==> config.mk <==
export PLATFORM = sky130hd
export DESIGN_NAME = biquad_lowpass_df2
export DESIGN_NICKNAME = d
export VERILOG_FILES = /design/src/design/bqlp_pkg.sv /design/src/design/bqlp_seq.sv /design/src/design/bqlp_dpath.sv /design/src/design/biquad_lowpass_df2.sv
export SDC_FILE = /design/constraint.sdc
export NUM_CORES = 2
export LEC_CHECK = 0
export ABC_AREA = 1
export BUFFER_PORTS_ARGS = -buffer_cell sky130_fd_sc_hd__buf_2
export CAP_MARGIN = 20
export CORE_MARGIN = 4
export CORE_UTILIZATION = 40
export DETAILED_ROUTE_END_ITERATION = 10
export PLACE_DENSITY = 0.6
export SYNTH_ARGS = -nofsm -noshare
export SYNTH_HDL_FRONTEND = slang
export SYNTH_SLANG_ARGS = --single-unit
export TNS_END_PERCENT = 20
==> constraint.sdc <==
create_clock -name i_clk -period 7.5 [get_ports i_clk]
set_input_delay 0.375 -clock i_clk [delete_from_list [all_inputs] [get_ports i_clk]]
set_output_delay 0.375 -clock i_clk [all_outputs]
set_load 0.02 [all_outputs]
==> src/design/bqlp_pkg.sv <==
// Shared types, constants and the microcode table for the biquad low-pass filter.
package bqlp_pkg;

    localparam int SAMPLE_WIDTH_DEF   = 16;
    localparam int COEF_FRAC_BITS_DEF = 14;
    localparam int COEF_W             = 16;
    localparam int DELAY_W            = 24;
    localparam int PROD_W             = COEF_W + DELAY_W;
    localparam int CFG_IDX_W          = 3;

    typedef enum logic [CFG_IDX_W-1:0] {
        REG_B0 = 3'd0,
        REG_B1 = 3'd1,
        REG_B2 = 3'd2,
        REG_A1 = 3'd3,
        REG_A2 = 3'd4
    } t_reg_idx;

    typedef struct packed {
        logic signed [COEF_W-1:0] b0;
        logic signed [COEF_W-1:0] b1;
        logic signed [COEF_W-1:0] b2;
        logic signed [COEF_W-1:0] a1;
        logic signed [COEF_W-1:0] a2;
    } t_coef_set;

    typedef enum logic [2:0] {
        STEP_IDLE = 3'd0,
        STEP_FB2  = 3'd1,
        STEP_FF1  = 3'd2,
        STEP_NODE = 3'd3,
        STEP_FF0  = 3'd4,
        STEP_SUM  = 3'd5,
        STEP_OUT  = 3'd6
    } t_step;

    typedef enum logic [2:0] {
        C_B0,
        C_B1,
        C_B2,
        C_A1,
        C_A2
    } t_coef_sel;

    typedef enum logic [1:0] {
        D_ONE,
        D_TWO,
        D_W
    } t_dat_sel;

    typedef enum logic [2:0] {
        ACC_HOLD,
        ACC_LOAD_X,
        ACC_SUB,
        ACC_ADD,
        ACC_LOAD_P
    } t_acc_op;

    typedef enum logic [1:0] {
        J_NEXT,
        J_WAIT_IN,
        J_WAIT_OUT
    } t_jmp;

    typedef struct packed {
        t_coef_sel coef_sel;
        t_dat_sel  dat_sel;
        t_acc_op   acc_op;
        logic      take_w;
        logic      emit;
        t_jmp      jmp;
        t_step     next;
    } t_ctrl;

    // The multiplier result is registered, so each word accumulates the product
    // that the previous word started.
    function automatic t_ctrl bq_ucode(input t_step step);
        t_ctrl w;
        w = '{C_A1, D_ONE, ACC_LOAD_X, 1'b0, 1'b0, J_WAIT_IN, STEP_FB2};
        case (step)
            STEP_IDLE: w = '{C_A1, D_ONE, ACC_LOAD_X, 1'b0, 1'b0, J_WAIT_IN,  STEP_FB2};
            STEP_FB2:  w = '{C_A2, D_TWO, ACC_SUB,    1'b0, 1'b0, J_NEXT,     STEP_FF1};
            STEP_FF1:  w = '{C_B1, D_ONE, ACC_SUB,    1'b0, 1'b0, J_NEXT,     STEP_NODE};
            STEP_NODE: w = '{C_B2, D_TWO, ACC_LOAD_P, 1'b1, 1'b0, J_NEXT,     STEP_FF0};
            STEP_FF0:  w = '{C_B0, D_W,   ACC_ADD,    1'b0, 1'b0, J_NEXT,     STEP_SUM};
            STEP_SUM:  w = '{C_B0, D_W,   ACC_ADD,    1'b0, 1'b0, J_NEXT,     STEP_OUT};
            STEP_OUT:  w = '{C_B0, D_W,   ACC_HOLD,   1'b0, 1'b1, J_WAIT_OUT, STEP_IDLE};
            default:   w = '{C_A1, D_ONE, ACC_HOLD,   1'b0, 1'b0, J_NEXT,     STEP_IDLE};
        endcase
        return w;
    endfunction

endpackage

==> src/design/bqlp_seq.sv <==
// Microcode sequencer: step counter, control ROM and conditional jumps.
module bqlp_seq
    import bqlp_pkg::*;
(
    input  logic  i_clk,
    input  logic  i_rst_n,
    input  logic  i_in_valid,
    input  logic  i_out_free,
    output logic  o_in_ready,
    output t_ctrl o_ctrl
);

    t_step r_step;
    t_step n_step;
    t_ctrl word;

    assign word = bq_ucode(r_step);

    always_comb begin
        case (word.jmp)
            J_NEXT:     n_step = word.next;
            J_WAIT_IN:  n_step = i_in_valid ? word.next : r_step;
            J_WAIT_OUT: n_step = i_out_free ? word.next : r_step;
            default:    n_step = STEP_IDLE;
        endcase
    end

    always_ff @(posedge i_clk) begin
        if (!i_rst_n) begin
            r_step <= STEP_IDLE;
        end else begin
            r_step <= n_step;
        end
    end

    assign o_in_ready = (word.jmp == J_WAIT_IN);

    // The result step only fires once the output register can take it.
    always_comb begin
        o_ctrl      = word;
        o_ctrl.emit = word.emit & i_out_free;
    end

endmodule

==> src/design/bqlp_dpath.sv <==
// Datapath: shared multiplier, accumulator, rounding, overflow checks and delay line.
module bqlp_dpath
    import bqlp_pkg::*;
#(
    parameter int SAMPLE_WIDTH   = SAMPLE_WIDTH_DEF,
    parameter int COEF_FRAC_BITS = COEF_FRAC_BITS_DEF
) (
    input  logic                    i_clk,
    input  logic                    i_rst_n,
    input  t_ctrl                   i_ctrl,
    input  t_coef_set               i_coefs,
    input  logic [SAMPLE_WIDTH-1:0] i_sample,
    output logic [SAMPLE_WIDTH-1:0] o_y,
    output logic                    o_flag
);

    localparam int XS_W  = SAMPLE_WIDTH + COEF_FRAC_BITS + 1;
    localparam int ACC_W = ((XS_W > PROD_W) ? XS_W : PROD_W) + 2;

    localparam logic signed [ACC_W-1:0] HALF = {{(ACC_W-1){1'b0}}, 1'b1} << (COEF_FRAC_BITS-1);
    localparam logic signed [ACC_W-1:0] D_MAX = {{(ACC_W-DELAY_W+1){1'b0}}, {(DELAY_W-1){1'b1}}};
    localparam logic signed [ACC_W-1:0] D_MIN = {{(ACC_W-DELAY_W+1){1'b1}}, {(DELAY_W-1){1'b0}}};
    localparam logic signed [ACC_W-1:0] Y_MAX =
        {{(ACC_W-SAMPLE_WIDTH+1){1'b0}}, {(SAMPLE_WIDTH-1){1'b1}}};
    localparam logic signed [ACC_W-1:0] Y_MIN =
        {{(ACC_W-SAMPLE_WIDTH+1){1'b1}}, {(SAMPLE_WIDTH-1){1'b0}}};

    logic signed [SAMPLE_WIDTH-1:0] r_x;
    logic signed [ACC_W-1:0]        r_acc;
    logic signed [PROD_W-1:0]       r_prod;
    logic signed [DELAY_W-1:0]      r_w;
    logic                           r_flag;
    logic signed [DELAY_W-1:0]      r_d1;
    logic signed [DELAY_W-1:0]      r_d2;

    logic signed [COEF_W-1:0]  mul_c;
    logic signed [DELAY_W-1:0] mul_d;
    logic signed [PROD_W-1:0]  n_prod;
    logic signed [ACC_W-1:0]   prod_ext;
    logic signed [ACC_W-1:0]   in_scaled;
    logic signed [ACC_W-1:0]   x_ext;
    logic signed [ACC_W-1:0]   acc_half;
    logic signed [ACC_W-1:0]   rnd;
    logic                      w_ovf;
    logic signed [DELAY_W-1:0] x_clamped;

    always_comb begin
        case (i_ctrl.coef_sel)
            C_B0:    mul_c = i_coefs.b0;
            C_B1:    mul_c = i_coefs.b1;
            C_B2:    mul_c = i_coefs.b2;
            C_A1:    mul_c = i_coefs.a1;
            C_A2:    mul_c = i_coefs.a2;
            default: mul_c = i_coefs.b0;
        endcase
        case (i_ctrl.dat_sel)
            D_ONE:   mul_d = r_d1;
            D_TWO:   mul_d = r_d2;
            D_W:     mul_d = r_w;
            default: mul_d = r_d1;
        endcase
    end

    assign n_prod    = mul_c * mul_d;
    assign prod_ext  = {{(ACC_W-PROD_W){r_prod[PROD_W-1]}}, r_prod};
    assign in_scaled = {{(ACC_W-SAMPLE_WIDTH){i_sample[SAMPLE_WIDTH-1]}}, i_sample}
                       <<< COEF_FRAC_BITS;
    assign x_ext     = {{(ACC_W-SAMPLE_WIDTH){r_x[SAMPLE_WIDTH-1]}}, r_x};

    // Round half up, then drop the fraction bits; one rounder serves w and y.
    assign acc_half = r_acc + HALF;
    assign rnd      = acc_half >>> COEF_FRAC_BITS;
    assign w_ovf    = (rnd > D_MAX) || (rnd < D_MIN);

    always_comb begin
        if (x_ext > D_MAX) begin
            x_clamped = D_MAX[DELAY_W-1:0];
        end else if (x_ext < D_MIN) begin
            x_clamped = D_MIN[DELAY_W-1:0];
        end else begin
            x_clamped = x_ext[DELAY_W-1:0];
        end
        if (rnd > Y_MAX) begin
            o_y = Y_MAX[SAMPLE_WIDTH-1:0];
        end else if (rnd < Y_MIN) begin
            o_y = Y_MIN[SAMPLE_WIDTH-1:0];
        end else begin
            o_y = rnd[SAMPLE_WIDTH-1:0];
        end
    end

    always_ff @(posedge i_clk) begin
        r_prod <= n_prod;
        case (i_ctrl.acc_op)
            ACC_LOAD_X: begin
                r_acc <= in_scaled;
                r_x   <= i_sample;
            end
            ACC_SUB:    r_acc <= r_acc - prod_ext;
            ACC_ADD:    r_acc <= r_acc + prod_ext;
            ACC_LOAD_P: r_acc <= prod_ext;
            default:    r_acc <= r_acc;
        endcase
        if (i_ctrl.take_w) begin
            r_w    <= w_ovf ? x_clamped : rnd[DELAY_W-1:0];
            r_flag <= w_ovf;
        end
    end

    always_ff @(posedge i_clk) begin
        if (!i_rst_n) begin
            r_d1 <= '0;
            r_d2 <= '0;
        end else if (i_ctrl.emit) begin
            r_d2 <= r_d1;
            r_d1 <= r_w;
        end
    end

    assign o_flag = r_flag;

endmodule

==> src/design/biquad_lowpass_df2.sv <==
// Top level of the direct-form II biquad low-pass filter.
//
// One signed sample enters per transfer on the slave stream and one filtered,
// saturated sample leaves per transfer on the master stream, with a flag in
// tuser when the feedback node overflowed its 24-bit delay range and was
// replaced by the input sample. Coefficients are signed Q2.14 (fraction bits
// set by COEF_FRAC_BITS) and are written through the plain write port while
// the filter is idle; the user must keep to this, as the block does not
// enforce it: index 0 b0, 1 b1, 2 b2, 3 a1, 4 a2; other indexes are ignored.
// The seven-word microcode program runs all five products through one shared
// 16x24 multiplier between the acceptance of a sample and its result entering
// the output register; it is ready for the next sample from the cycle after
// the result fires; the result step waits while the output register is full.
module biquad_lowpass_df2
    import bqlp_pkg::*;
#(
    parameter int SAMPLE_WIDTH   = SAMPLE_WIDTH_DEF,
    parameter int COEF_FRAC_BITS = COEF_FRAC_BITS_DEF
) (
    input  logic                                i_clk,
    input  logic                                i_rst_n,
    input  logic                                i_cfg_we,
    input  logic [CFG_IDX_W-1:0]                i_cfg_idx,
    input  logic [COEF_W-1:0]                   i_cfg_data,
    input  logic                                s_axis_tvalid,
    output logic                                s_axis_tready,
    // sample_in
    input  logic [((SAMPLE_WIDTH+7)/8)*8-1:0]   s_axis_tdata,
    output logic                                m_axis_tvalid,
    input  logic                                m_axis_tready,
    // filtered_out
    output logic [((SAMPLE_WIDTH+7)/8)*8-1:0]   m_axis_tdata,
    // overflow_reset
    output logic [0:0]                          m_axis_tuser
);

    localparam int TDATA_W = ((SAMPLE_WIDTH+7)/8)*8;

    t_coef_set                 r_coefs;
    logic                      r_out_valid;
    logic [SAMPLE_WIDTH-1:0]   r_out_y;
    logic                      r_out_flag;
    logic                      out_free;
    t_ctrl                     w_ctrl;
    logic [SAMPLE_WIDTH-1:0]   dp_y;
    logic                      dp_flag;

    always_ff @(posedge i_clk) begin
        if (!i_rst_n) begin
            r_coefs <= '0;
        end else if (i_cfg_we) begin
            case (i_cfg_idx)
                REG_B0:  r_coefs.b0 <= i_cfg_data;
                REG_B1:  r_coefs.b1 <= i_cfg_data;
                REG_B2:  r_coefs.b2 <= i_cfg_data;
                REG_A1:  r_coefs.a1 <= i_cfg_data;
                REG_A2:  r_coefs.a2 <= i_cfg_data;
                default: r_coefs    <= r_coefs;
            endcase
        end
    end

    assign out_free = !r_out_valid || m_axis_tready;

    bqlp_seq u_seq (
        .i_clk      (i_clk),
        .i_rst_n    (i_rst_n),
        .i_in_valid (s_axis_tvalid),
        .i_out_free (out_free),
        .o_in_ready (s_axis_tready),
        .o_ctrl     (w_ctrl)
    );

    bqlp_dpath #(
        .SAMPLE_WIDTH   (SAMPLE_WIDTH),
        .COEF_FRAC_BITS (COEF_FRAC_BITS)
    ) u_dpath (
        .i_clk    (i_clk),
        .i_rst_n  (i_rst_n),
        .i_ctrl   (w_ctrl),
        .i_coefs  (r_coefs),
        .i_sample (s_axis_tdata[SAMPLE_WIDTH-1:0]),
        .o_y      (dp_y),
        .o_flag   (dp_flag)
    );

    always_ff @(posedge i_clk) begin
        if (!i_rst_n) begin
            r_out_valid <= 1'b0;
        end else if (w_ctrl.emit) begin
            r_out_valid <= 1'b1;
        end else if (m_axis_tready) begin
            r_out_valid <= 1'b0;
        end
    end

    always_ff @(posedge i_clk) begin
        if (w_ctrl.emit) begin
            r_out_y    <= dp_y;
            r_out_flag <= dp_flag;
        end
    end

    assign m_axis_tvalid   = r_out_valid;
    assign m_axis_tdata    = TDATA_W'(r_out_y);
    assign m_axis_tuser[0] = r_out_flag;

`ifndef SYNTHESIS
    a_busy_after_accept: assert property (@(posedge i_clk) disable iff (!i_rst_n)
        (s_axis_tvalid && s_axis_tready) |=> !s_axis_tready)
        else $error("filter took a sample while a previous one was in work");

    a_emit_only_when_free: assert property (@(posedge i_clk) disable iff (!i_rst_n)
        w_ctrl.emit |-> (!r_out_valid || m_axis_tready))
        else $error("result fired into an occupied output register");

    a_emit_shows_result: assert property (@(posedge i_clk) disable iff (!i_rst_n)
        w_ctrl.emit |=> m_axis_tvalid)
        else $error("fired result did not appear on the master stream");

    a_ready_after_emit: assert property (@(posedge i_clk) disable iff (!i_rst_n)
        w_ctrl.emit |=> s_axis_tready)
        else $error("sequencer did not return to wait for the next sample");

    a_coef_a1_write: assert property (@(posedge i_clk) disable iff (!i_rst_n)
        (i_cfg_we && (i_cfg_idx == REG_A1)) |=> (r_coefs.a1 == $past(i_cfg_data)))
        else $error("coefficient a1 write was lost");
`endif

endmodule
=== Yosys cells after proc, flatten, opt, wreduce, memory -nomap -nowiden ===
Index checks and enable logic that the tools add are counted.

* $add $sub $neg: 3
* Multiply operators: 1
* Divide/modulo/power cells: 0
* $lt $le $gt $ge: 6
* Equal/unequal tests: 24
* Shift operators: 0
* Multiplexer cells: 13
* Bitwise operators: 1
* Reduce and logical (&&, ||, !) cells: 14

{| class="wikitable"
|+ Operators with widths
! cell !! number
|-
| one-hot mux 42 bit (4 select lines) || 1
|-
| one-hot mux 15 bit (7 select lines) || 1
|-
| two-way mux 24 bit || 3
|-
| one-hot mux 16 bit (4 select lines) || 1
|-
| one-hot mux 24 bit (2 select lines) || 1
|-
| adder 42 x 15 -> 42 bit (second input constant) || 1
|-
| adder 42 x 40 -> 42 bit || 1
|-
| subtractor 42 x 40 -> 42 bit || 1
|-
| multiplier 16 x 24 -> 40 bit || 1
|-
| greater-than comparator 28 x 16 -> 1 bit (second input constant) || 1
|-
| greater-than comparator 28 x 24 -> 1 bit (second input constant) || 1
|-
| < comparator 28 x 16 -> 1 bit (second input constant) || 1
|-
| < comparator 28 x 24 -> 1 bit (second input constant) || 1
|-
| equality test 3 x 2 -> 1 bit (second input constant) || 8
|-
| greater-than comparator 16 x 24 -> 1 bit (second input constant) || 1
|-
| < comparator 16 x 24 -> 1 bit (second input constant) || 1
|-
| equality test 3 bit (second input constant) || 6
|-
| two-way mux 16 bit || 1
|-
| equality test 3 x 1 -> 1 bit (second input constant) || 4
|-
| AND reduction 2 bit || 6
|-
| one-hot mux 3 bit (3 select lines) || 1
|-
| logical NOT 3 bit || 2
|-
| two-way mux 3 bit || 2
|-
| equality test 2 x 1 -> 1 bit (second input constant) || 2
|-
| 10 further kinds || 13
|}

* Flip-flop bits (word level): 272
* Latch bits: 0
* Bits in writable memories: 0
* ROM bits: 0
* Output and inout bits: 19
* Memories: 0

=== Longest topological paths before layout ===
* Depth in word-level cells: 5
* Gate-level depth with buffers: 34
* Gate-level depth less buffers: 31

=== By module ===
From an unflattened synthesis, not the netlist that was laid out.

* Cell total of the unflattened synthesis: 3,991
* Area total of the unflattened synthesis: 30,286.5 um^2

{| class="wikitable"
|+ Modules (own cells, without submodules)
! module !! times used !! cells an instance !! area each (um^2) !! seq. area each (um^2)
|-
| bqlp_dpath || 1 || 3,460 || 26,191.4 || 4,254.1
|-
| biquad_lowpass_df2 || 1 || 486 || 3,842.4 || 2,132.0
|-
| bqlp_seq || 1 || 45 || 252.7 || 60.1
|}

=== Worst setup path after synthesis ===
Ideal clock, no wire load.

* Kind: flip-flop to flip-flop
* From: reg u_seq.r_step[2]
* To: reg u_dpath.r_prod[37]
* Arrival time: 6,612 ps
* Data required time: 7,428 ps
* Slack: 816 ps
* Stages on the path, launching flop included: 31
* Path buffers: 3
* Period minus slack after synthesis: 6,684 ps
* Cells stage by stage: dfxtp_1 -> buf_2 -> nor2_1 -> inv_2 -> nor2_2 -> buf_2 -> nand2_1 -> o2111ai_1 -> o21ai_1 -> inv_1 -> buf_2 -> nand2_1 -> fa_1 -> inv_1 -> fa_1 -> inv_1 -> fa_1 -> inv_1 -> fa_1 -> fa_1 -> inv_1 -> fa_1 -> inv_1 -> ha_1 -> nand2_1 -> nor2_1 -> inv_1 -> nor4_1 -> nand3_1 -> nand3_1 -> xor2_1

* Longest elaborated chain between the ends: 5
* Elaborated cells between the ends (all ways): 17
* Classes of those cells: mul: 1; eq/ne: 12; mux: 3; reduce/logical: 1

{| class="wikitable"
|+ RTL lines
! item !! line !! source
|-
| from (decl) || bqlp_seq.sv:13 || <nowiki>t_step r_step;</nowiki>
|-
| from (signal assigned) || bqlp_seq.sv:32 || <nowiki>r_step <= n_step;</nowiki>
|-
| equality test 3 bit (tied with other cells) || bqlp_pkg.sv:80 || <nowiki>case (step)</nowiki>
|-
| one-hot mux 15 bit (7 select lines) * || bqlp_pkg.sv:80 ||
|-
| equality test 3 bit (tied with other cells) || bqlp_dpath.sv:48 || <nowiki>case (i_ctrl.coef_sel)</nowiki>
|-
| one-hot mux 16 bit (4 select lines) / one-hot mux 24 bit (2 select lines) (equally long branches) || bqlp_dpath.sv:48, bqlp_dpath.sv:56 ||
|-
| multiplier 16 x 24 -> 40 bit * || bqlp_dpath.sv:64 || <nowiki>assign n_prod = mul_c * mul_d;</nowiki>
|-
| via u_dpath.n_prod[37] || bqlp_dpath.sv:38 || <nowiki>logic signed [PROD_W-1:0] n_prod;</nowiki>
|-
| to (signal assigned) || bqlp_dpath.sv:93 || <nowiki>r_prod <= n_prod;</nowiki>
|-
| to (decl) || bqlp_dpath.sv:30 || <nowiki>logic signed [PROD_W-1:0] r_prod;</nowiki>
|}

The timed path passes the listed nets; every way through them passes the cells marked *.
A chain may end at the register's enable or synchronous reset.

=== Final worst setup path ===
* From: reg u_seq.r_step[0]
* To: reg u_dpath.r_prod[26]

Same word-level chain as after synthesis.

==> results.md <==
* Slew @ Worst Pin at approximately 1.1 ns
* Sum Neg Setup Slack at 0 ns
* Clk sinks at approximately 270
* Antenna-violating nets left at 0
* Clock Skew at 0.0480 ns
* Io pins at 59
* Synth unique cells at 50
* Crit path max-delay family: adder cells
* Nets@finish at 4665
* Area of the multi-input gates at ~20000 um^2
* Die Ht at 281 um
* Final-layout fill cell count at 7518
* Synth Net Count at 4593
* Comb pwr share at 0.679
* Register area share after synthesis at 0.216
* Net Sw Frac at 0.547
* Post-synthesis register bit count at between 200 and 300
* DP HPWL at 76200 um
* Commonest non-fill, non-tap cells in the layout: nand2_1 (869), inv_1 (806), nor2_1 (608), fa_1 (375), o21ai_0 (239)
* GRT overflow at 0
* Die width at ~280 um
* Tcrit/Tclk final at 0.964
* Maxcap violations at 0
* Pwr Density at 379 nW/um^2
* Design area at 32800 um^2
* Number of diodes at 0
* Commonest non-fill, non-tap cell in the layout: nand2_1
* Crit path top cell by count: fa_1
* Crit Path Category: register to register
* Buf+Inv Stages, Crit Path at 7
* Via Count at roughly 26000
* First-pass GRT wire length at 151000 um
* Cell area after synthesis at roughly 30000 um^2
* Layout cells sized above 1 at 0.0672
* Critical path data arrival time at 7.66 ns
* Clock transition at path regs at 0.06 ns
* Element type at the critical path start: register
* Slowest stage delay, CP at roughly 0.58 ns
* Synth Flop Type: dfxtp_1
* Die area at 79100 um^2
* Pre-Repair DR Iteration Count at 7
* Worst skew pair latency at 0.57 ns
* Hold Vio Cnt, Final at 0
* Total Wirelength at roughly 95000 um
* Core footprint at 73500 um^2
* Vias in the first global route at roughly 26000
* DRT iter0 DRCs at 2188
* EDFF count, synth at 100
* Unrepaired setup endpoints after global routing: false
* Yosys Warn Count at 0
* GR Util met2 at 0.394
* WL/cell at 18.6 um
* Largest net degree at the start of global routing at 131
* Post-Syn Area per Cell at 7.40 um^2
* Syn-to-layout area delta at 9.98%
* Final setup vio count at 0
* H-tree levels at 2
* DRC Markers at 0
* Cells after DPL at ~5000
* Met3 Usage GRT at 0.0321
* Status: finished, final reports clean
* Initial cell density of the core at 0.406
* Rows at 99
* CTS tree: built
* Clock power frac at 0.136
* Antenna violations before repair at 0
* I/O Buffers at 58
* Worst min path class: input pin to register
* CTS max path bufs at 3
* GRT Util Overall at 0.244
* GP Congestion at 0.985
* Crit. End Element: register
* Met1 usage at 0.345
* Leakage at 16.6 nW
* Reg area at 6450 um^2
* Worst path required time at around 7.9 ns
* Max frequency at approximately 140 MHz
* Ranking of synthesized cells by area: fa_1 (25%), dfxtp_1 (12%), nand2_1 (11%)
* Syn Inst Count at 4037
* P_int at 5.63 mW
* Worst slew margin at 0.295
* VDD IR-drop max at 0.000179 V
* Sequential Power Share at 0.185
* Synth top area share at 0.251
* Maximum fanout along the worst path at 10
* Synth async-reset ratio at 0
* Avg Vias per Cell at 5.11
* Sw Pwr at about 6.8 mW
* Post-route insts no fill at 5094
* Crit path time final at slightly above 7 ns
* Worst path slowest cell: fa_1
* Largest area contributor in the netlist: fa_1
* Num CTS Buffers at 35
* Gr busiest metal: met2
* Post-DP Area at 31500 um^2
* Final slew viol count at 0
* Root Driver: clkbuf_16
-- final cells by class --
| type | count | area share |
|---|---|---|
| clock buffer | 40 | 0.0276 |
| clock inverter | 23 | 0.00709 |
| inverter | 822 | 0.0940 |
| multi-input combinational | 2823 | 0.604 |
| sequential | 272 | 0.196 |
| tap | 959 | 0.0365 |
| timing repair buffer | 155 | 0.0342 |
-- worst register-to-register path, delay by kind of cell, from the launching register on --
family / cells / cell delay (ns)
AO/OA/AOI/OAI: 5 / 0.93
flip-flops: 1 / 0.41
buffers and inverters: 7 / 0.82
AND/OR/NAND/NOR: 6 / 1.12
adder cells (fa/ha/maj): 7 / 3.56
XOR/XNOR: 1 / 0.25
-- power by group through the flow --
stage / combinational (mW) / sequential, mW / clock [mW]
after floorplan: 5.75 / 2.12 / 0
after global placement: 8.28 / 2.32 / 0
after detailed placement: 8.29 / 2.32 / 0
after CTS: 8.36 / 2.29 / 1.73
after global routing: 9.46 / 2.32 / 1.79
final: 8.45 / 2.30 / 1.69
-- through the flow --
stage          total power, mW  setup WS, ns  hold WS [ns]  utilization
6_report                  12.4         0.269        0.0233        0.447
5_1_grt                   13.6        0.0250        0.0142        0.447
4_1_cts                   12.4        0.0382       0.00190        0.446
3_5_place_dp              10.6         0.122         0.409        0.429
3_3_place_gp              10.6        0.0876         0.408        0.429
2_1_floorplan             7.87         0.816         0.400            -
-- kinds of logic (layout without fill, tap and decap cells) --
logic type,Yosys count,count (layout),share of synthesized area
xor gates and xnor gates,98,98,0.0288
DFF,272,272,0.216
and+or+nand+nor,1719,1719,0.231
AOI/OAI and AO/OA,490,490,0.0912
buffers and inverters,942,1040,0.122
adders and majority gates,516,516,0.311
-- per-layer routing --
layer  vias to the layer above  part of all wire
met1                     12500              0.44
met5                         -                 0
met3                       165             0.067
li1                      12500                 -
met2                       926              0.46
met4                         0             0.031
-- sequential cells by signal, indices dropped and copies added, names as in the netlist, 3 cells and up --
name            count
u_dpath.r_prod     40
u_seq.r_step        3
u_dpath.r_x        16
u_dpath.r_d1       24
u_dpath.r_w        24
u_dpath.r_d2       24
m_axis_tdata       16
u_dpath.r_acc      42
r_coefs            80
-- synthesized netlist by cell type (10+ instances only) --
cell,n
edfxtp_1,100
a21oi_1,124
o21bai_1,11
inv_1,808
xnor2_1,26
a21o_1,11
inv_2,14
nand2_1,870
nor2_1,618
a31oi_1,16
nor2_2,10
fa_1,375
clkbuf_1,48
nor3_1,21
o21ai_0,243
nand2_2,10
buf_2,62
dfxtp_1,172
ha_1,141
nand4_1,22
o22ai_1,30
xor2_1,72
nand3_1,141
-- final timing paths --
path / end / slack (ns) / start / cells past startpoint
max: u_dpath.r_prod[26]$_DFF_P_ / 0.27 / u_seq.r_step[0]$_SDFFE_PN0P_ / 26
min: u_dpath.r_x[12]$_DFFE_PP_ / 0.02 / s_axis_tdata[12] / 1
max reg2reg: u_dpath.r_prod[26]$_DFF_P_ / 0.27 / u_seq.r_step[0]$_SDFFE_PN0P_ / 26
min reg2reg: m_axis_tuser$_DFFE_PP_ / 0.42 / u_dpath.o_flag$_DFFE_PP_ / 0
-- what timing repair did --
action | CTS | global route
endpoints found under the setup margin | 0 | 20
hold buffers | 9 | 0
setup buffers | 0 | 0
endpoints found under the hold margin | 9 | 0
resized for setup | 0 | 24
Note: power is estimated with default switching activity, not from simulation.
